[src/rtl/assert_macros.svh]
// assertion macros shared by the rtl
`ifndef ASSERT_MACROS_SVH
`define ASSERT_MACROS_SVH

// implication checked on every clock edge outside reset
`define ASSERT_IMP(label, ante, cons) \
  label: assert property (@(posedge clk) disable iff (rst) (ante) |-> (cons)) \
    else $error("assertion failed");

// implication whose consequence is checked in the cycle after the antecedent
`define ASSERT_NEXT(label, ante, cons) \
  label: assert property (@(posedge clk) disable iff (rst) (ante) |=> (cons)) \
    else $error("assertion failed");

`endif

[src/rtl/vgd_pkg.sv]
// ----------------------------------------------------------------------------
// vgd_pkg
// shared types and constants of the voxel grid downsampler
// ----------------------------------------------------------------------------
package vgd_pkg;
  localparam int TableEntries = 64;
  localparam int MaxPointsPerCell = 65535;
  localparam int IdxW = $clog2(TableEntries);
  localparam int UsedW = $clog2(TableEntries + 1);
  localparam int SumW = 48;
  localparam int CntW = 16;
  localparam logic CmdAdd = 1'b0;
  localparam logic CmdFlush = 1'b1;

  // one table entry as it travels along the chain
  typedef struct packed {
    logic [31:0] kx;
    logic [31:0] ky;
    logic [31:0] kz;
    logic signed [SumW-1:0] sx;
    logic signed [SumW-1:0] sy;
    logic signed [SumW-1:0] sz;
    logic [CntW-1:0] cnt;
  } entry_t;

  // control that every cell sees
  typedef struct packed {
    logic match_en;  // compare against search key
    logic upd;       // add point into matching cell
    logic ins;       // write new entry into selected cell
    logic shift;     // move entries one cell toward the head
    logic [IdxW-1:0] ins_idx;
    logic [31:0] kx;
    logic [31:0] ky;
    logic [31:0] kz;
    logic signed [31:0] px;
    logic signed [31:0] py;
    logic signed [31:0] pz;
  } cell_ctl_t;
endpackage

[src/rtl/vgd_cell.sv]
// ----------------------------------------------------------------------------
// vgd_cell
// one voxel entry: key compare, accumulate, and hand-off to the previous cell
// ----------------------------------------------------------------------------
module vgd_cell import vgd_pkg::*; (
  input  logic                clk,
  input  logic [IdxW-1:0]     idx,
  input  cell_ctl_t           ctl,
  input  entry_t              from_next,
  output entry_t              ent,
  output logic                hit
);
  entry_t ent_next;

  assign hit = ctl.match_en && ent.kx == ctl.kx && ent.ky == ctl.ky && ent.kz == ctl.kz;

  always_comb begin
    ent_next = ent;
    if (ctl.shift) begin
      ent_next = from_next;
    end else if (ctl.ins && ctl.ins_idx == idx) begin
      ent_next.kx = ctl.kx;
      ent_next.ky = ctl.ky;
      ent_next.kz = ctl.kz;
      ent_next.sx = SumW'(ctl.px);
      ent_next.sy = SumW'(ctl.py);
      ent_next.sz = SumW'(ctl.pz);
      ent_next.cnt = CntW'(1);
    end else if (ctl.upd && hit) begin
      ent_next.sx = ent.sx + SumW'(ctl.px);
      ent_next.sy = ent.sy + SumW'(ctl.py);
      ent_next.sz = ent.sz + SumW'(ctl.pz);
      ent_next.cnt = ent.cnt + CntW'(1);
    end
  end

  always_ff @(posedge clk) begin
    ent <= ent_next;
  end
endmodule

[config.mk]
export PLATFORM = sky130hd
export DESIGN_NAME = vgd_cell
export DESIGN_NICKNAME = d
export VERILOG_FILES = /design/src/rtl/assert_macros.svh /design/src/rtl/vgd_pkg.sv /design/src/rtl/vgd_cell.sv
export SDC_FILE = /design/constraint.sdc
export NUM_CORES = 1
export LEC_CHECK = 0
export BUFFER_PORTS_ARGS = -buffer_cell sky130_fd_sc_hd__buf_2
export CORE_AREA = 2 2 279 281
export CTS_CLUSTER_SIZE = 16
export DETAILED_ROUTE_END_ITERATION = 16
export DIE_AREA = 0 0 281 283
export PLACE_DENSITY = 0.52
export SKIP_CTS_REPAIR_TIMING = 1
export SLEW_MARGIN = 20
export SYNTH_ARGS = -nofsm -noshare
export SYNTH_HDL_FRONTEND = slang
export SYNTH_SLANG_ARGS = --single-unit
[constraint.sdc]
create_clock -name clk -period 13.2 [get_ports clk]
set_input_delay 1.98 -clock clk [delete_from_list [all_inputs] [get_ports clk]]
set_output_delay 1.98 -clock clk [all_outputs]
set_load 0.02 [all_outputs]
==> out/metrics.yaml, run 1 <==
ys_warn_count: 0
tritoncts.num_buffers: 38
setup_viol_count_final: 0
finalPower_w: 0.00353
antenna_found_initial: 26
top_regs: "ent x256"
cts_tree: "yes"
combPwrFrac_pct: 40.0
place_congestion: 0.977
endpoint_kind: "output pin"
rsz0062_at_grt: "no"
min_period_ps: 6310
route.vias.total: 21200
max-slew-margin-rel_pct: 30.5
layoutNonFillerInstCount: 4011
post_synth_instance_area_sq_um: 21200
hold_path.class: "flop to flop"
grt_pass1_vias: 21000
cellPowerDensity_nw_per_um2: 131
drc: 0
die_width_um: 281
fraction_of_power_consumed_by_sequential_logic_pct: 31.9
detailedRoute.firstIterationViolations: 1502
grt_max_degree: 143
die-height_um: 283
timing.fmax_mhz: 158
wire_per_inst_um: 24.0
required_worst_endpoint_ps: 11220
postSynthNetCount: 2896
route.final.wire_length_mm: 96.3
n_fill_cell: 8153
start_util_pct: 27.7
timing_hold_violations_final: 0
placed_instances: 3939
postSynthAreaPerCell_sq_um: 9.29
grt_first_pass_wirelength_mm: 138
grt_overflow: 0
synth_edf_count: 256
clockBufferDepth: 3
clock_root_cell: "sky130_fd_sc_hd__clkbuf_16"
groute.usage.overall_pct: 23.2
core_region_area_sq_um: 76700
detail_route.first_pass.iterations: 7
min_period_over_period_pct: 47.8
largest_register: "ent"
irDropWorstVdd_mv: 0.0917
synth-seq-cells: 256
die_area_sq_um: 79500
max_slew.worst_pin.slew_ps: 1040
hold_ws_ps: 675
internal_power_w: 0.00218
outcome: "complete, no violations"
final_layout_size_suffix_gt1_share_pct: 30.6
p_sw_share_pct: 38.3
clock-sinks: 256
timing.final.max_slew_violations: 0
postLayoutCoreUtil_pct: 35.1
totalNegativeSetupSlack_ps: 0
power.static_leakage_nw: 11.6
post_synth_inst_count: 2286
cts.clk_slew.worst_paths_ps: 50
fin_nets: 3549
synthDistinctLibCells: 87
port-buffer-count: 721
timing.clock.skew_ps: 19.8
boundaryPins: 722
area.growth.synth_to_final_pct: 27.0
largest_register_ff_count: 256
synth-seq-area-share_pct: 36.2
path_max_fanout: 2
worst_skew_pair.late_latency_ps: 560
worstSetupStartpointType: "input port"
synthFlopType: "sky130_fd_sc_hd__edfxtp_1"
route.antenna.remaining_nets: 0
synth-async-reset-ratio_pct: 0
route.detailed.vias_per_inst: 5.29
fp-row-count: 102
cp_data_arrival_time_ps: 4330
h-tree-depth: 2
max_cap_violations: 0
switching_power_w: 0.00135
dpl.hpwl_mm: 77.0
clockPowerShare_pct: 28.1
setup_cp_type: "input port to output pin"
-- critical path: stages --
cell and delay [ps]:
sky130_fd_sc_hd__buf_2 110, sky130_fd_sc_hd__xor2_1 160, sky130_fd_sc_hd__nor4_1 670, sky130_fd_sc_hd__nand4_1 470
sky130_fd_sc_hd__nor4_1 640, sky130_fd_sc_hd__buf_2 300
-- cell families after synthesis --
family	synth area share [%]
AO/OA/AOI/OAI	25.2
AND/OR/NAND/NOR	13.0
flip-flops	36.2
buffers and inverters	3.88
XOR/XNOR	7.50
adder cells (fa/ha/maj)	8.65
multiplexers	5.55
-- power by group through the flow --
| stage | Combinational, W | Clock (W) | Sequential, W |
|---|---|---|---|
| after floorplan | 0.000840 | 0 | 0.00123 |
| after global placement | 0.00140 | 0 | 0.00114 |
| after detailed placement | 0.00140 | 0 | 0.00114 |
| after CTS | 0.00140 | 0.00102 | 0.00112 |
| after global routing | 0.00154 | 0.00105 | 0.00113 |
| final | 0.00141 | 0.000992 | 0.00112 |
-- layout make-up --
cell class / instances / area (sq um) / share of cell area [%]
diodes: 8 / 20.0 / 0.0743
clock buffers: 50 / 1060 / 3.93
multi-input cells: 1821 / 12700 / 47.2
well taps: 1040 / 1300 / 4.83
clock inverters: 14 / 91.3 / 0.339
inverters: 90 / 348 / 1.29
flip-flops and latches: 256 / 7690 / 28.5
repair buffers: 732 / 3710 / 13.8
-- routing by layer --
layer  global-route usage [%]  wire [um]  part of all wire (%)
met1                     27.6      38300                    40
met2                     39.6      46300                    48
met3                     5.37       7140                   7.4
met4                     10.0       4460                   4.6
met5                        0        127                  0.13
-- synth_stat cells (all sizes together), types with 80 or more instances --
cell type | n | area [sq um]
ha | 142 | 1780
inv | 89 | 334
xnor2 | 101 | 892
nor2 | 120 | 450
a21oi | 219 | 1110
edfxtp | 256 | 7690
mux2 | 93 | 1050
xor2 | 80 | 701
clkbuf | 97 | 364
nand2 | 204 | 766
a21o | 106 | 796
o21ai | 162 | 818
-- placed cells by master, fill, tap and decap left out, drive strengths merged, types with 32 or more instances in the layout --
master,netlist,layout
ha,142,142
buf,22,732
inv,89,90
edfxtp,256,256
nand3,50,50
o21ai,162,162
a21o,106,106
mux2,93,93
nand4,49,49
o211ai,53,53
nand2,204,204
xnor2,101,101
a21oi,219,219
clkbuf,97,50
o21a,66,66
nor2,120,120
nor3,32,32
xor2,80,80
-- final timing paths --
| path | from | endpoint | slack, ps | depth (start not counted) |
|---|---|---|---|---|
| worst min-delay path | ent[15] | ent[15] | 680 | 2 |
| worst min register to register | ent[15] | ent[15] | 680 | 2 |
| worst max register to register | ent[243] | ent[53] | 8610 | 8 |
| worst max-delay path | ctl[110] | hit | 6890 | 6 |
-- per-stage QoR --
step / instance area [sq um] / worst slack, ps
floorplan: 21200 / 5500
global placement: 25800 / 6860
detailed placement: 25800 / 6870
CTS: 26900 / 6870
global route: 26900 / 6860
finish: 27000 / 6890
Power figures use the tool's default switching activity.
==> run 2: changes to the inputs <==
--- a/config.mk
+++ b/config.mk
@@ -5,12 +5,13 @@
 export SDC_FILE = /design/constraint.sdc
 export NUM_CORES = 1
 export LEC_CHECK = 0
+export ABC_AREA = 1
 export BUFFER_PORTS_ARGS = -buffer_cell sky130_fd_sc_hd__buf_2
-export CORE_AREA = 2 2 279 281
+export CORE_AREA = 2 2 283 285
 export CTS_CLUSTER_SIZE = 16
 export DETAILED_ROUTE_END_ITERATION = 16
-export DIE_AREA = 0 0 281 283
-export PLACE_DENSITY = 0.52
+export DIE_AREA = 0 0 285 287
+export PLACE_DENSITY = 0.58
 export SKIP_CTS_REPAIR_TIMING = 1
 export SLEW_MARGIN = 20
 export SYNTH_ARGS = -nofsm -noshare
==> constraint.sdc (replaced) <==
create_clock -name clk -period 5.97 [get_ports clk]
set_input_delay 0.8955 -clock clk [delete_from_list [all_inputs] [get_ports clk]]
set_output_delay 0.8955 -clock clk [all_outputs]
set_load 0.02 [all_outputs]
==> run 2 against run 1 <==
Setup slack worse by 4400 ps. Hold slack lost 80 ps. Register-to-register slack worse by 6100 ps. Synthesized cell count increased by 93%. Critical path type is now flop to flop. Largest power group unchanged. Highest routed layer unchanged.
==> out/metrics.yaml, run 2 <==
place_congestion: 0.981  # was 0.977
area.growth.synth_to_final_pct: 22.4  # was 27.0%
core_region_area_sq_um: 78600  # was 76700 sq um
die_width_um: 285  # was 281 um
synth_edf_count: 256  # unchanged
min_period_ps: 3510
reg2reg_setup_slack_ps: 2460  # was 8610 ps
synthDominantCellAreaShare_pct: 29.4  # was 36.2%
post_synth_xor_area_fraction_pct: 2.45  # was 7.50%
most-common-layout-cells: "sky130_fd_sc_hd__nand2_1, sky130_fd_sc_hd__inv_1, sky130_fd_sc_hd__buf_2"  # was sky130_fd_sc_hd__buf_2, sky130_fd_sc_hd__edfxtp_1, sky130_fd_sc_hd__a21oi_1
largest_register: "ent"  # unchanged
endpoint_kind: "flop"  # was output pin
cts_tree: "yes"  # unchanged
drc: 0  # unchanged
post_synth_inst_count: 4422  # was 2286
die_area_sq_um: 81800  # was 79500 sq um
setup_cp_type: "flop to flop"  # was input port to output pin
ys_warn_count: 0  # unchanged
irDropWorstVdd_mv: 0.190  # was 0.0917 mV
route.antenna.remaining_nets: 0  # unchanged
detailedRoute.firstIterationViolations: 2491  # was 1502
fin_nets: 5727  # was 3549
fp-row-count: 103  # was 102
synthDistinctLibCells: 36  # was 87
synthFlopType: "sky130_fd_sc_hd__edfxtp_1"  # unchanged
route.vias.total: 29800  # was 21.2k
max-slew-margin-rel_pct: 21.1  # was 30.5%
max_cap_violations: 0  # unchanged
rr_startpoint: "ent[170]"  # was ent[243]
min_period_over_period_pct: 58.8
required_worst_endpoint_ps: 6180  # was 11220 ps
post-synth-top-area-cell: "sky130_fd_sc_hd__edfxtp_1"  # unchanged
placed_cell_area_sq_um: 30900  # was 25800 sq um
tritoncts.num_buffers: 36  # was 38
route.final.wire_length_mm: 124  # was 96.3 mm
yosysMostFrequentCell: "sky130_fd_sc_hd__nand2_1"  # was sky130_fd_sc_hd__edfxtp_1
postLayoutCoreUtil_pct: 40.7  # was 35.1%
route.detailed.vias_per_inst: 4.79  # was 5.29
post_synth_instance_area_sq_um: 26100  # was 21200 sq um
detail_route.first_pass.iterations: 6  # was 7
synthAdderAreaFrac_pct: 7.03  # was 8.65%
worst_path_max_delay_cell: "sky130_fd_sc_hd__nand2_4"  # was sky130_fd_sc_hd__nor4_1
hp-start: "from_next[32]"  # was ent[15]
synth_top_cells_by_count: "sky130_fd_sc_hd__nand2_1, sky130_fd_sc_hd__inv_1, sky130_fd_sc_hd__nor2_1, sky130_fd_sc_hd__edfxtp_1, sky130_fd_sc_hd__nand3_1"  # was sky130_fd_sc_hd__edfxtp_1, sky130_fd_sc_hd__a21oi_1, sky130_fd_sc_hd__nand2_1, sky130_fd_sc_hd__ha_1, sky130_fd_sc_hd__o21ai_0
timing.clock.skew_ps: 22.0  # was 19.8 ps
synth-seq-area-share_pct: 29.4  # was 36.2%
synth_simple_gate_area_share_pct: 40.6  # was 13.0%
totalNegativeSetupSlack_ps: 0  # unchanged
setup_viol_count_final: 0  # unchanged
critical_path.startpoint: "ent[170]"  # was ctl[110]
top_regs: "ent x256"  # unchanged
critPathMostFrequentCell: "sky130_fd_sc_hd__nor2_1"
grt_pass1_vias: 28800  # was 21.0k
hold_ws_ps: 595  # was 675 ps
grt_first_pass_wirelength_mm: 181  # was 138 mm
port-buffer-count: 721  # unchanged
grt_overflow: 0  # unchanged
synth-async-reset-ratio_pct: 0  # unchanged
worstPathCellList: "xnor2_1, nand3_1, nor2_1, nand2_1, nor2_1, nand2_1, nor2_1, nand3_1, nand2_4, buf_4"  # was buf_2, xor2_1, nor4_1, nand4_1, nor4_1, buf_2
timing_hold_violations_final: 0  # unchanged
postSynthAreaPerCell_sq_um: 5.91  # was 9.29 sq um
fraction_of_the_mapped_netlist_area_in_compound_gates_pct: 6.83  # was 25.2%
cp_data_arrival_time_ps: 3720  # was 4330 ps
grt_max_degree: 144  # was 143
antenna_found_initial: 33  # was 26
timing.fmax_mhz: 285
hold_path.class: "input port to flop"  # was flop to flop
h-tree-depth: 2  # unchanged
power.static_leakage_nw: 18.2  # was 11.6 nW
layout.cells.most_common: "sky130_fd_sc_hd__nand2_1"  # was sky130_fd_sc_hd__buf_2
rsz0062_at_grt: "no"  # unchanged
path_max_fanout: 57  # was 2
synth-seq-cells: 256  # unchanged
outcome: "complete, no violations"  # unchanged
dominant_combinational_cell_family_by_area_after_synthesis: "simple AND/OR/NAND/NOR gates"  # was compound AO/OA/AOI/OAI gates
wire_per_inst_um: 20.1  # was 24.0 um
boundaryPins: 722  # unchanged
final_layout_size_suffix_gt1_share_pct: 15.7  # was 30.6%
layout.cell_area.non_filler_sq_um: 32000  # was 27000 sq um
die-height_um: 287  # was 283 um
groute.usage.overall_pct: 29.5  # was 23.2%
post_synth_main_area_contributors: "sky130_fd_sc_hd__edfxtp_1, sky130_fd_sc_hd__nand2_1, sky130_fd_sc_hd__inv_1"  # was sky130_fd_sc_hd__edfxtp_1, sky130_fd_sc_hd__ha_1, sky130_fd_sc_hd__a21oi_1
postSynthNetCount: 5032  # was 2896
clock-sinks: 256  # unchanged
worst_skew_pair.late_latency_ps: 580  # was 560 ps
largest_register_ff_count: 256  # unchanged
timing.final.max_slew_violations: 0  # unchanged
dpl.hpwl_mm: 104  # was 77.0 mm
start_util_pct: 33.3  # was 27.7%
cp_slowest_stage_delay_ps: 730  # was 670 ps
max_slew.worst_pin.slew_ps: 1170  # was 1040 ps
cts.clk_slew.worst_paths_ps: 60  # was 50 ps
yosys-mux-area-fraction_pct: 0  # was 5.55%
cellPowerDensity_nw_per_um2: 248  # was 131 nW/um^2
clock_root_cell: "sky130_fd_sc_hd__clkbuf_16"  # unchanged
worstSetupStartpointType: "flop"  # was input port
clockBufferDepth: 3  # unchanged
-- run 2: kinds of logic after synthesis --
| kind of cell | after synthesis |
|---|---|
| buf+inv | 941 |
| flops | 256 |
| fa+ha+maj | 145 |
| simple gates | 2668 |
| compound gates | 339 |
| xor+xnor | 73 |
-- run 2: path summary, 6_finish.rpt --
| path | to | cells after the start |
|---|---|---|
| setup reg to reg | ent[73] | 10 |
| hold reg to reg | ent[15] | 2 |
| setup / recovery | ent[73] | 10 |
| hold / removal | ent[32] | 3 |
-- run 2: stage by stage --
stage | power, W | instances | setup slack (ps)
final | 0.00794 | 6207 | 2460
after global routing | 0.00845 | 6201 | 2330
after CTS | 0.00797 | 6190 | 2400
after detailed placement | 0.00586 | 6129 | 1910
after global placement | 0.00585 | 6129 | 1950
after floorplan | 0.00458 | 4422 | 245
-- run 2: metal layers --
metal	share of wire, %	vias up	GRT usage, %
met2	48	955	50.9
met3	6.2	206	4.81
li1	-	15100	-
met4	4.1	14	11.5
met1	42	13500	36.8
met5	0.070	-	0
-- run 2: cell type report --
type / count / area, sq um
Inverter: 864 / 3250
Antenna cell: 17 / 42.5
Tap cell: 1050 / 1310
Sequential cell: 256 / 7690
Clock buffer: 43 / 927
Clock inverter: 18 / 146
Timing Repair Buffer: 734 / 3740
Fill cell: 8852 / 46600
Multi-Input combinational cell: 3225 / 14900
-- run 2: power by group --
part	switching, W	total [W]	internal (W)
Combinational	0.00233	0.00342	0.00109
Sequential	0.000187	0.00245	0.00226
Clock	0.000926	0.00208	0.00116
Total	0.00344	0.00794	0.00450
-- run 2: critical path: cells and delay by family (launching register included) --
family / cells / cell delay, ps
xor+xnor: 1 / 430
buf+inv: 1 / 540
flops: 1 / 480
simple gates: 8 / 1610
