### src/rtl/assert_macros.svh
// assertion macros shared by the rtl
`ifndef ASSERT_MACROS_SVH
`define ASSERT_MACROS_SVH

// implication checked on every clock edge outside reset
`define ASSERT_IMP(label, ante, cons) \
  label: assert property (@(posedge clk) disable iff (rst) (ante) |-> (cons)) \
    else $error("assertion failed");

// implication whose consequence is checked in the cycle after the antecedent
`define ASSERT_NEXT(label, ante, cons) \
  label: assert property (@(posedge clk) disable iff (rst) (ante) |=> (cons)) \
    else $error("assertion failed");

`endif

### src/rtl/vgd_pkg.sv
// ----------------------------------------------------------------------------
// vgd_pkg
// shared types and constants of the voxel grid downsampler
// ----------------------------------------------------------------------------
package vgd_pkg;
  localparam int TableEntries = 64;
  localparam int MaxPointsPerCell = 65535;
  localparam int IdxW = $clog2(TableEntries);
  localparam int UsedW = $clog2(TableEntries + 1);
  localparam int SumW = 48;
  localparam int CntW = 16;
  localparam logic CmdAdd = 1'b0;
  localparam logic CmdFlush = 1'b1;

  // one table entry as it travels along the chain
  typedef struct packed {
    logic [31:0] kx;
    logic [31:0] ky;
    logic [31:0] kz;
    logic signed [SumW-1:0] sx;
    logic signed [SumW-1:0] sy;
    logic signed [SumW-1:0] sz;
    logic [CntW-1:0] cnt;
  } entry_t;

  // control that every cell sees
  typedef struct packed {
    logic match_en;  // compare against search key
    logic upd;       // add point into matching cell
    logic ins;       // write new entry into selected cell
    logic shift;     // move entries one cell toward the head
    logic [IdxW-1:0] ins_idx;
    logic [31:0] kx;
    logic [31:0] ky;
    logic [31:0] kz;
    logic signed [31:0] px;
    logic signed [31:0] py;
    logic signed [31:0] pz;
  } cell_ctl_t;
endpackage

### src/rtl/vgd_div.sv
// ----------------------------------------------------------------------------
// vgd_div
// sequential floor divider, one quotient bit per cycle, signed dividend
// ----------------------------------------------------------------------------
module vgd_div import vgd_pkg::*; (
  input  logic                    clk,
  input  logic                    rst,
  input  logic                    start,
  input  logic signed [SumW-1:0]  dividend,
  input  logic [31:0]             divisor,
  output logic                    busy,
  output logic signed [SumW-1:0]  quot
);
  localparam int CntBits = $clog2(SumW + 1);
  logic [SumW-1:0] mag;
  logic [SumW-1:0] mag_next;
  logic [32:0] rem;
  logic [32:0] rem_next;
  logic [31:0] dvs;
  logic neg;
  logic [CntBits-1:0] cnt;
  logic [32:0] trial;
  logic [SumW-1:0] qpos;

  assign trial = {rem[31:0], mag[SumW-1]} - {1'b0, dvs};

  always_comb begin
    mag_next = {mag[SumW-2:0], 1'b0};
    rem_next = {rem[31:0], mag[SumW-1]};
    if (!trial[32]) begin
      rem_next = trial;
      mag_next[0] = 1'b1;
    end
  end

  // floor for negative: -(q) or -(q+1) when remainder nonzero
  assign qpos = mag;
  assign quot = neg ? (rem != 33'd0 ? ~qpos : -qpos) : qpos;

  always_ff @(posedge clk) begin
    if (rst) begin
      busy <= 1'b0;
      cnt <= '0;
    end else if (start) begin
      busy <= 1'b1;
      cnt <= CntBits'(SumW);
    end else if (busy) begin
      cnt <= cnt - CntBits'(1);
      if (cnt == CntBits'(1)) begin
        busy <= 1'b0;
      end
    end
  end

  always_ff @(posedge clk) begin
    if (start) begin
      neg <= dividend[SumW-1];
      mag <= dividend[SumW-1] ? -dividend : dividend;
      rem <= '0;
      dvs <= divisor;
    end else if (busy) begin
      mag <= mag_next;
      rem <= rem_next;
    end
  end
endmodule

### config.mk
export PLATFORM = sky130hd
export DESIGN_NAME = vgd_div
export DESIGN_NICKNAME = d
export VERILOG_FILES = /design/src/rtl/assert_macros.svh /design/src/rtl/vgd_pkg.sv /design/src/rtl/vgd_div.sv
export SDC_FILE = /design/constraint.sdc
export NUM_CORES = 1
export LEC_CHECK = 0
export BUFFER_PORTS_ARGS = -buffer_cell sky130_fd_sc_hd__buf_2
export CORE_MARGIN = 2
export CORE_UTILIZATION = 58
export DETAILED_ROUTE_END_ITERATION = 10
export PLACE_DENSITY_LB_ADDON = 0.15
export SLEW_MARGIN = 20
export SYNTH_ARGS = -nofsm -noshare
export SYNTH_HDL_FRONTEND = slang
export SYNTH_SLANG_ARGS = --single-unit
### constraint.sdc
create_clock -name clk -period 4.75 [get_ports clk]
set_input_delay 0.95 -clock clk [delete_from_list [all_inputs] [get_ports clk]]
set_output_delay 0.95 -clock clk [all_outputs]
set_load 0.01 [all_outputs]
==> results.md, run 1 <==
- Status: finished, final reports clean
- Area Overhead vs Synth: 14.8%
- Startpoint Class: flop
- Final Cycle Share: 96.3%
- Number of global-route vias before repair: 6727
- FF-to-FF End: rem[26]$_SDFFE_PP0P_
- First-pass GRT wire length: 33200 µm
- 1st-iter DRT viols: 555
- Sink Count: 121
- RSZ-0062 raised after global routing: false
- Worst skew pair latency: 420 ps
- Worst slew pin tran: 908 ps
- Io pins: 132
- Skew final: 9.32 ps
- Antenna Nets Post-Route: 0
- WHS Path Cells: 2
- Largest net degree at the start of global routing: 94
- TritonCTS clock tree: yes
- Worst-path fanout max: 8
- Required @ worst endpoint: 3800 ps
- Total grt overflow: 0
- Netlist cell types: 68
- Final Non-Filler Cells: 1266
- Worst Hold Path EP: cnt[1]$_SDFFE_PP0P_
- Post-CTS resize count: 0
- Synth Area per Inst: 9.06 µm²
- Die X-Extent: 126 µm
- CTS root buffer: clkbuf_16
- Final hold viol count: 0
- Synthesized flop and latch total: 121
- Most used DFF post-synth: edfxtp_1
- Pwr/cell area: 347 nW/µm²
- Setup crit end kind: output port
- Max Fclk: 219 MHz
- Tmin final: 4580 ps
- Cts-stage hold buffer count: 0
- GRT Util Overall: 25.6%
- Mapped Area: 8680 µm²
- Share of cells above drive strength 1: 18.6%
- Post-synth EDFFs: 81
- FF-to-FF path depth: 16
- Vias/cell: 5.91
- Die area: 16000 µm²
- Max-cap violations: 0
- CTS HTree Levels: 4
- FFs w/ async S/R, synth: 0%
- # rows: 44
- Initial antenna violation count: 1
- Total Wirelength: 20400 µm
- Core Area: 14600 µm²
- Reg2reg setup slack: 770 ps
- Die height: 126 µm
- Routed wire per std cell: 16.1 µm
- Crit Path Class: flop to output port
- Static Leak: 3.99 nW
- Worst rel slew slack: 39.5%
- Fill count: 1207
- Detail Placement HPWL: 14700 µm
- Most common cell after layout, fill and taps aside: buf_2
- Synthesized instance count: 958
- TritonRoute pass-1 iters: 5
- Sequential area share after synthesis: 37.3%
- Slew Limit Fails: 0
- Worst Hold Launch: cnt[1]$_SDFFE_PP0P_
- Crit path DAT: 3630 ps
- R2R Path Start: mag[47]$_DFFE_PP_
- Ys Warns: 0
- Placer Congestion: 0.947
- Drt drc: 0
- Worst vdd ir: 0.000284 V
- Clk pin slew, worst setup/hold paths: 60 ps
- Port-buffer cells: 131
- Final setup viols: 0
- Mapped Nets: 1079
- CTS Buf Count: 17
- Min-Delay Path Class: flop to flop
- Via count: 7482
- Initial Util: 59.5%
- CTS Buffer Depth: 2
- Post-CTS Setup Inserts: 0
- Layout Nets: 1189
- Commonest non-fill, non-tap cells in the layout: buf_2, nor2_1, edfxtp_1
- Post-Place Cells: 1233
- Setup TNS: 0 ps
- Tot Pwr: 3.46 mW
- Core Util, Final: 68.3%
-- layer usage --
| metal | GRT usage [%] | wire [µm] | vias up |
|---|---|---|---|
| li1 | - | - | 3715 |
| met1 | 37.2 | 9550 | 3486 |
| met2 | 38.7 | 9300 | 260 |
| met3 | 6.20 | 1280 | 21 |
| met4 | 6.72 | 264 | 0 |
| met5 | 0 | 0 | - |
-- worst max path at each step --
stage | from | end | slack, ps | cells past startpoint
floorplan | mag[14]$_DFFE_PP_ | quot[40] | 1210 | 8
global placement | rem[4]$_SDFFE_PP0P_ | quot[47] | 740 | 9
detailed placement | rem[18]$_SDFFE_PP0P_ | quot[47] | 620 | 9
CTS | rem[20]$_SDFFE_PP0P_ | quot[47] | 140 | 9
global route | rem[0]$_SDFFE_PP0P_ | quot[47] | 5 | 9
finish | rem[18]$_SDFFE_PP0P_ | quot[47] | 170 | 9
-- Yosys cell counts (13+ instances only) --
master	count	share of area, %
a211oi_1	23	2.0
a21oi_1	80	4.6
clkbuf_1	38	1.6
dfxtp_1	40	9.2
edfxtp_1	81	28
ha_1	37	5.3
inv_1	54	2.3
mux2i_1	23	2.7
nand2_1	57	2.5
nor2_1	104	4.5
nor4_1	13	0.94
o21ai_0	48	2.8
o31ai_1	27	2.3
or4_1	13	1.1
xnor2_1	66	6.7
xor2_1	57	5.8
-- power by group --
part / total (mW) / switching (mW) / internal (mW)
Sequential: 1.35 / 0.105 / 1.24
Clock: 1.19 / 0.478 / 0.709
Combinational: 0.921 / 0.523 / 0.399
Total: 3.46 / 1.11 / 2.35
-- stage by stage --
stage          hold WS (ps)  worst slack (ps)  cell area (µm²)
2_1_floorplan           461              1210             8680
3_3_place_gp            485               736             9400
3_5_place_dp            492               618             9400
4_1_cts                 503               141             9940
5_1_grt                 558              4.92             9960
6_report                496               175             9960
-- cells by family after synthesis --
logic type / after synthesis / synth area share (%)
xor+xnor: 123 / 12.4
flops: 121 / 37.3
compound gates: 270 / 20.4
buf+inv: 104 / 5.02
simple gates: 276 / 16.3
mux: 26 / 3.04
fa+ha+maj: 38 / 5.57
-- cell type report --
cell class              count  area (µm²)  area share, %
clock inverters            14         109           1.09
diodes                      1        2.50         0.0251
well taps                 184         230           2.31
repair buffers            140         726           7.29
inverters                  55         206           2.07
multi-input cells         733        5020           50.4
flip-flops and latches    121        3230           32.5
clock buffers              18         429           4.31
-- registers in the layout (all words and copies together) (netlist names) --
| signal | count |
|---|---|
| rem | 33 |
| dvs | 32 |
| cnt | 6 |
| busy | 1 |
| mag | 48 |
| neg | 1 |
-- worst max-delay path: stages (launching register included) --
cell and delay [ps]:
dfxtp_1 350, nor4_2 420, nand4_1 160, or3_1 450
or4_1 620, nor3_2 230, nand2_1 260, o31ai_1 390
xnor2_1 170, buf_2 150
No activity file was read; power rests on OpenSTA's default activity.
==> run 2, diff against run 1 <==
--- a/config.mk
+++ b/config.mk
@@ -5,9 +5,10 @@
 export SDC_FILE = /design/constraint.sdc
 export NUM_CORES = 1
 export LEC_CHECK = 0
+export ABC_AREA = 1
 export BUFFER_PORTS_ARGS = -buffer_cell sky130_fd_sc_hd__buf_2
 export CORE_MARGIN = 2
-export CORE_UTILIZATION = 58
+export CORE_UTILIZATION = 60
 export DETAILED_ROUTE_END_ITERATION = 10
 export PLACE_DENSITY_LB_ADDON = 0.15
 export SLEW_MARGIN = 20
==> results.md, run 2 <==
- Status: finished, final reports clean
- Core Area: 17800 µm² (+22%)
- Worst path cell trace: inv_1, nand4_1, nor2_1, nand3_2, o21ai_2, nand3_1, nand2_1, nand2_1, buf_2
- Cell at the slowest stage of the critical path: o21ai_2
- Post-synth EDFFs: 81 (unchanged)
- Worst Hold Launch: rem[26]$_SDFFE_PP0P_
- Via count: 11800 (+58%)
- Area Overhead vs Synth: 13.1%
- Largest net degree at the start of global routing: 57 (-39%)
- Setup crit end kind: output port
- First-pass GRT wire length: 53500 µm (+61%)
- Synth area leaders: nand2_1, edfxtp_1, inv_1
- CTS Buffer Depth: 2 (unchanged)
- Area after DPL: 11700 µm² (+24%)
- Dpl ws: 1520 ps (+902 ps)
- Mapped Nets: 1896 (+76%)
- Final hold viol count: 0 (unchanged)
- Top cell by count, worst path: nand2_1
- Most common cell after layout, fill and taps aside: nand2_1
- Setup TNS: 0 ps (unchanged)
- Reg area: 3230 µm² (about the same)
- GRT Util Overall: 34.9% (+9.3 points)
- Final Non-Filler Cells: 2141 (+69%)
- Worst skew pair latency: 430 ps (about the same)
- Share of cells above drive strength 1: 10.6% (-8.0 points)
- RSZ-0062 raised after global routing: false
- Placer Congestion: 0.973 (+2.8%)
- Largest Register: mag
- Static Leak: 6.36 nW (+59%)
- Number of global-route vias before repair: 10500 (+56%)
- Pwr/cell area: 268 nW/µm² (-23%)
- Total Wirelength: 33400 µm (+64%)
- Io pins: 132 (unchanged)
- Finished Cell Area: 12200 µm² (+23%)
- Worst slew pin tran: 908 ps (-0.343 ps)
- Slew Limit Fails: 0 (unchanged)
- Most used DFF post-synth: edfxtp_1
- FF-to-FF End: rem[8]$_SDFFE_PP0P_
- Sink Count: 121 (unchanged)
- Final Cycle Share: 77.8% (-18 points)
- Ys Warns: 0 (unchanged)
- Area leader, netlist: nand2_1
- FFs w/ async S/R, synth: 0% (unchanged)
- Startpoint Class: flop
- Clk pin slew, worst setup/hold paths: 60 ps (about the same)
- Antenna Nets Post-Route: 0 (unchanged)
- Share of the synthesized area in the top cell type: 22.8% (-5.2 points)
- Crit path DAT: 2750 ps (-880 ps)
- Top flop regs: mag x48, rem x33, dvs x32
- Synthesized flop and latch total: 121 (unchanged)
- Commonest non-fill, non-tap cells in the layout: nand2_1, inv_1, nor2_1
- CTS root buffer: clkbuf_16
- Netlist cell types: 41 (-40%)
- Detail Placement HPWL: 25900 µm (+76%)
- Synth Area per Inst: 6.09 µm² (-33%)
- Post-synth top cells: nand2_1, inv_1, nor2_1
- Initial Util: 60.5% (+1.1 points)
- Synthesized instance count: 1775 (+85%)
- Min-Delay Path Class: flop to flop
- Most frequent cell after synthesis: nand2_1
- Post-CTS Setup Inserts: 0 (unchanged)
- Max incr delay on CP: 560 ps (-60 ps)
- CTS HTree Levels: 4 (unchanged)
- Core Util, Final: 68.5% (+0.22 points)
- Sequential area share after synthesis: 29.9% (-7.3 points)
- Max Fclk: 270 MHz (+24%)
- Port-buffer cells: 131 (unchanged)
- TritonCTS clock tree: yes
- R2R Path Start: mag[47]$_DFFE_PP_
- Worst setup path end: quot[46]
- Reg2reg setup slack: 1490 ps (+720 ps)
- Required @ worst endpoint: 3800 ps (about the same)
- Final setup viols: 0 (unchanged)
- # rows: 49 (+11%)
- Die height: 138 µm (+9.4%)
- Critical Path Source: rem[7]$_SDFFE_PP0P_
- Crit Path Class: flop to output port
- Drt drc: 0 (unchanged)
- Area of the multi-input gates: 6370 µm² (+27%)
- Max-cap violations: 0 (unchanged)
- Die area: 19100 µm² (+20%)
- Worst vdd ir: 0.000302 V (+6.2%)
- Skew final: 12.3 ps (+2.94 ps)
- Cts-stage hold buffer count: 0 (unchanged)
- TritonRoute pass-1 iters: 8 (+3)
- Vias/cell: 5.51 (-6.7%)
- FF-to-FF path depth: 17 (+1)
- 1st-iter DRT viols: 1535 (+180%)
- Post-Place Cells: 2108 (+71%)
- WHS: 484 ps (-12.2 ps)
- Setup WS post-layout: 1050 ps (+878 ps)
- Tmin final: 3700 ps (-878 ps)
- Routed wire per std cell: 15.6 µm (-3.2%)
- Mapped Area: 10800 µm² (+25%)
- Largest register FFs: 48 (unchanged)
- Initial antenna violation count: 1 (unchanged)
- Layout Nets: 2019 (+70%)
- Worst rel slew slack: 39.4% (-0.044 points)
- Worst-path fanout max: 17 (+9)
- Total grt overflow: 0 (unchanged)
- Fill count: 1658 (+37%)
- CTS Buf Count: 17 (unchanged)
- Post-CTS resize count: 0 (unchanged)
- Tot Pwr: 3.28 mW (-5.2%)
- Die X-Extent: 138 µm (+9.4%)
[run 2: cell types whose count changed after synthesis, moves of 13 or more]
cell,delta
a211oi_1,-22
a21oi_1,-40
inv_1,+217
mux2i_1,-23
nand2_1,+600
nand3_1,+138
nand4_1,+13
nor2_1,+106
o21ai_0,+37
o31ai_1,-24
or4_1,-13
xnor2_1,-51
[run 2: cell type report]
class	count	share of cell area, %
Antenna cell	1	0.0205
Clock buffer	23	4.00
Clock inverter	9	0.553
Inverter	274	8.42
Multi-Input combinational cell	1342	52.2
Sequential cell	121	26.5
Tap cell	229	2.34
Timing Repair Buffer	142	6.04
[run 2: routing by layer]
| layer | vias up | track usage (%) | share of wire, % |
|---|---|---|---|
| met5 | - | 0 | 0 |
| met4 | 0 | 9.24 | 2.0 |
| met2 | 637 | 48.0 | 40 |
| met3 | 55 | 9.11 | 13 |
| li1 | 5827 | - | - |
| met1 | 5283 | 54.0 | 45 |
[run 2: power breakdown]
part           total (mW)  switching [mW]  internal (mW)
registers            1.30          0.0805           1.22
clock network        1.23           0.505          0.727
logic               0.744           0.499          0.245
[run 2: logic make-up (layout without fill, tap and decap cells)]
logic type | count (synthesis) | count (layout) | synth area share, %
buf+inv | 312 | 448 | 11.1
xor+xnor | 63 | 63 | 5.11
flops | 121 | 121 | 29.9
compound gates | 157 | 157 | 7.81
simple gates | 1084 | 1084 | 41.6
fa+ha+maj | 38 | 38 | 4.47
other cells | 0 | 1 | 0
[run 2: critical path, delay by kind of cell (launching register included)]
family                 cells  cell delay, ps
AO/OA/AOI/OAI              1             560
flip-flops                 1             320
buffers and inverters      2             270
AND/OR/NAND/NOR            6            1150
[run 2: worst min-delay path by stage]
stage,depth (start not counted),endpoint
finish,2,rem[26]$_SDFFE_PP0P_
CTS,2,rem[31]$_SDFFE_PP0P_
detailed placement,2,rem[27]$_SDFFE_PP0P_
floorplan,2,rem[31]$_SDFFE_PP0P_
global route,2,rem[28]$_SDFFE_PP0P_
global placement,2,rem[27]$_SDFFE_PP0P_
==> run 3, diff against run 2 <==
==> constraint.sdc (replaced) <==
create_clock -name clk -period 3.5 [get_ports clk]
set_input_delay 0.7 -clock clk [delete_from_list [all_inputs] [get_ports clk]]
set_output_delay 0.7 -clock clk [all_outputs]
set_load 0.01 [all_outputs]
==> results.md, run 3 (synthesized netlist as in run 2, its figures left out) <==
- Status: finished, final reports clean
- Via count: 11800 (+0.26%)
- Net switching component of the power: 1.52 mW (+40%)
- Die height: 138 µm (unchanged)
- Max Fclk: 299 MHz
- Setup crit end kind: output port
- Setup TNS: 0 ps (unchanged)
- Initial Util: 60.5% (unchanged)
- Final setup viols: 0 (unchanged)
- Layout Nets: 2017 (-0.099%)
- Die area: 19100 µm² (unchanged)
- Most common cell after layout, fill and taps aside: nand2_1
- Largest net degree at the start of global routing: 57 (unchanged)
- Commonest non-fill, non-tap cells in the layout: nand2_1, inv_1, nor2_1
- Drt drc: 0 (unchanged)
- ANT cells: 0 (-1)
- Tmin final: 3340 ps
- Area Overhead vs Synth: 13.6%
- Port-buffer cells: 131 (unchanged)
- P_int: 3.08 mW (+41%)
- Sink Count: 121 (unchanged)
- TritonRoute pass-1 iters: 7 (-1)
- Min-Delay Path Class: primary input to flop
- Fill count: 1671 (+0.78%)
- Clk pin slew, worst setup/hold paths: 70 ps (about the same)
- # rows: 49 (unchanged)
- Area after DPL: 11700 µm² (about the same)
- Cell at the slowest stage of the critical path: nor2_4
- Worst Hold Launch: divisor[17]
- Largest register FFs: 48 (unchanged)
- Startpoint Class: flop
- Crit Path Class: flop to output port
- Slew Limit Fails: 0 (unchanged)
- Cts-stage hold buffer count: 0 (unchanged)
- Crit path DAT: 2640 ps (-110 ps)
- Total Wirelength: 34300 µm (+2.6%)
- Placer Congestion: 0.984 (+1.1%)
- Logic pwr share: 22.2% (-0.5 points)
- Pwr/cell area: 375 nW/µm² (+40%)
- Skew final: 14.1 ps (+1.86 ps)
- Vias/cell: 5.53 (+0.40%)
- Worst-path fanout max: 16 (-1)
- Antenna Nets Post-Route: 0 (unchanged)
- Flop pwr share: 38.4% (-1.3 points)
- Clk pwr share: 39.4% (+1.8 points)
- Final hold viol count: 0 (unchanged)
- CTS Buffer Depth: 2 (unchanged)
- Core Area: 17800 µm² (unchanged)
- GRT Util Overall: 35.3% (+0.38 points)
- Critical Path Source: rem[18]$_SDFFE_PP0P_
- Tot Pwr: 4.60 mW (+40%)
- Io pins: 132 (unchanged)
- Worst path cell trace: nor2_1, nand2_1, nor2_1, nand3_1, nor2_4, nand2_1, o21ai_0, nand2_1, nand2_1, buf_2
- Worst rel slew slack: 39.6% (+0.17 points)
- Worst slew pin tran: 905 ps (-2.48 ps)
- CTS HTree Levels: 4 (unchanged)
- TritonCTS clock tree: yes
- RSZ-0062 raised after global routing: false
- Max-cap violations: 0 (unchanged)
- Worst skew pair latency: 440 ps (about the same)
- Final Cycle Share: 95.6%
- Required @ worst endpoint: 2800 ps (-1000 ps)
- Reg area: 3230 µm² (unchanged)
- Die X-Extent: 138 µm (unchanged)
- Share of cells above drive strength 1: 10.7% (+0.064 points)
- Finished Cell Area: 12300 µm² (+0.44%)
- Routed wire per std cell: 16.0 µm (+2.8%)
- Sw Ratio: 33.0% (-0.15 points)
- Initial antenna violation count: 0 (-1)
- CTS Buf Count: 17 (unchanged)
- Largest Register: mag
- Max incr delay on CP: 360 ps (-200 ps)
- Static Leak: 6.37 nW (+0.18%)
- Worst vdd ir: 0.000343 V (+14%)
- Detail Placement HPWL: 26400 µm (+1.9%)
- Top flop regs: mag x48, rem x33, dvs x32
- R2R Path Start: mag[47]$_DFFE_PP_
- 1st-iter DRT viols: 1471 (-4.2%)
- Top cell by count, worst path: nand2_1
- CTS root buffer: clkbuf_16
- Number of global-route vias before repair: 10300 (-1.3%)
- First-pass GRT wire length: 53800 µm (+0.59%)
- Total grt overflow: 0 (unchanged)
- Area of the multi-input gates: 6390 µm² (+0.24%)
==> run 3: cell count changes in the layout (fill, tap and decap cells not counted), moves of 2 or more <==
cell / delta
bufinv_16: +2
clkbuf_8: -2
clkinvlp_4: +3
clkbuf_1: -2
buf_4: -3
==> run 3: timing repair <==
| item | 4_1_cts | 5_1_grt |
|---|---|---|
| setup buffers | 0 | 0 |
| setup endpoints to repair | 0 | 13 |
| endpoints found under the hold margin | 0 | 0 |
| resized for setup | 0 | 3 |
==> run 3: path summary, 6_finish.rpt <==
| kind | endpoint | slack [ps] | cells past startpoint |
|---|---|---|---|
| min | dvs[17]$_DFFE_PP_ | 430 | 1 |
| max | quot[5] | 160 | 10 |
| max reg2reg | rem[8]$_SDFFE_PP0P_ | 420 | 17 |
| min reg2reg | rem[25]$_SDFFE_PP0P_ | 480 | 2 |
==> run 3: power by group through the flow <==
stage | clock network, mW | registers (mW) | logic [mW]
2_1_floorplan | 0 | 1.75 | 0.637
3_3_place_gp | 0 | 1.79 | 0.972
3_5_place_dp | 0 | 1.79 | 0.988
4_1_cts | 1.81 | 1.76 | 0.997
5_1_grt | 1.86 | 1.78 | 1.12
6_report | 1.81 | 1.77 | 1.02
==> run 3: per-stage QoR <==
| step | worst slack [ps] | cells | utilization [%] | hold slack, ps |
|---|---|---|---|---|
| after detailed placement | 254 | 2106 | 65.3 | 470 |
| after global placement | 365 | 2106 | 65.3 | 465 |
| final | 155 | 2138 | 68.8 | 429 |
| after floorplan | 660 | 1775 | - | 448 |
| after CTS | 129 | 2138 | 68.7 | 432 |
| after global routing | 12.6 | 2138 | 68.8 | 428 |
==> run 3: critical path: cells and delay by family, from the launching register on <==
kind / cells / cell delay [ps]
AOI/OAI and AO/OA: 1 / 280
DFF: 1 / 330
buffers and inverters: 1 / 150
and+or+nand+nor: 8 / 1450
==> run 3: layout make-up <==
cell class | count | share of cell area, %
clock buffer | 19 | 3.70
sequential | 121 | 26.3
inverter | 274 | 8.41
tap | 229 | 2.33
multi-input combinational | 1342 | 52.1
clock inverter | 13 | 1.16
timing repair buffer | 140 | 5.99
==> run 3: per-layer routing <==
| metal | global-route usage (%) | vias to the layer above | wire, µm | part of all wire [%] |
|---|---|---|---|---|
| met2 | 48.4 | 655 | 13700 | 40 |
| met3 | 8.11 | 58 | 4090 | 12 |
| met4 | 9.94 | 0 | 813 | 2.4 |
| met5 | 0 | - | 0 | 0 |
| li1 | - | 5827 | - | - |
| met1 | 55.1 | 5293 | 15700 | 46 |
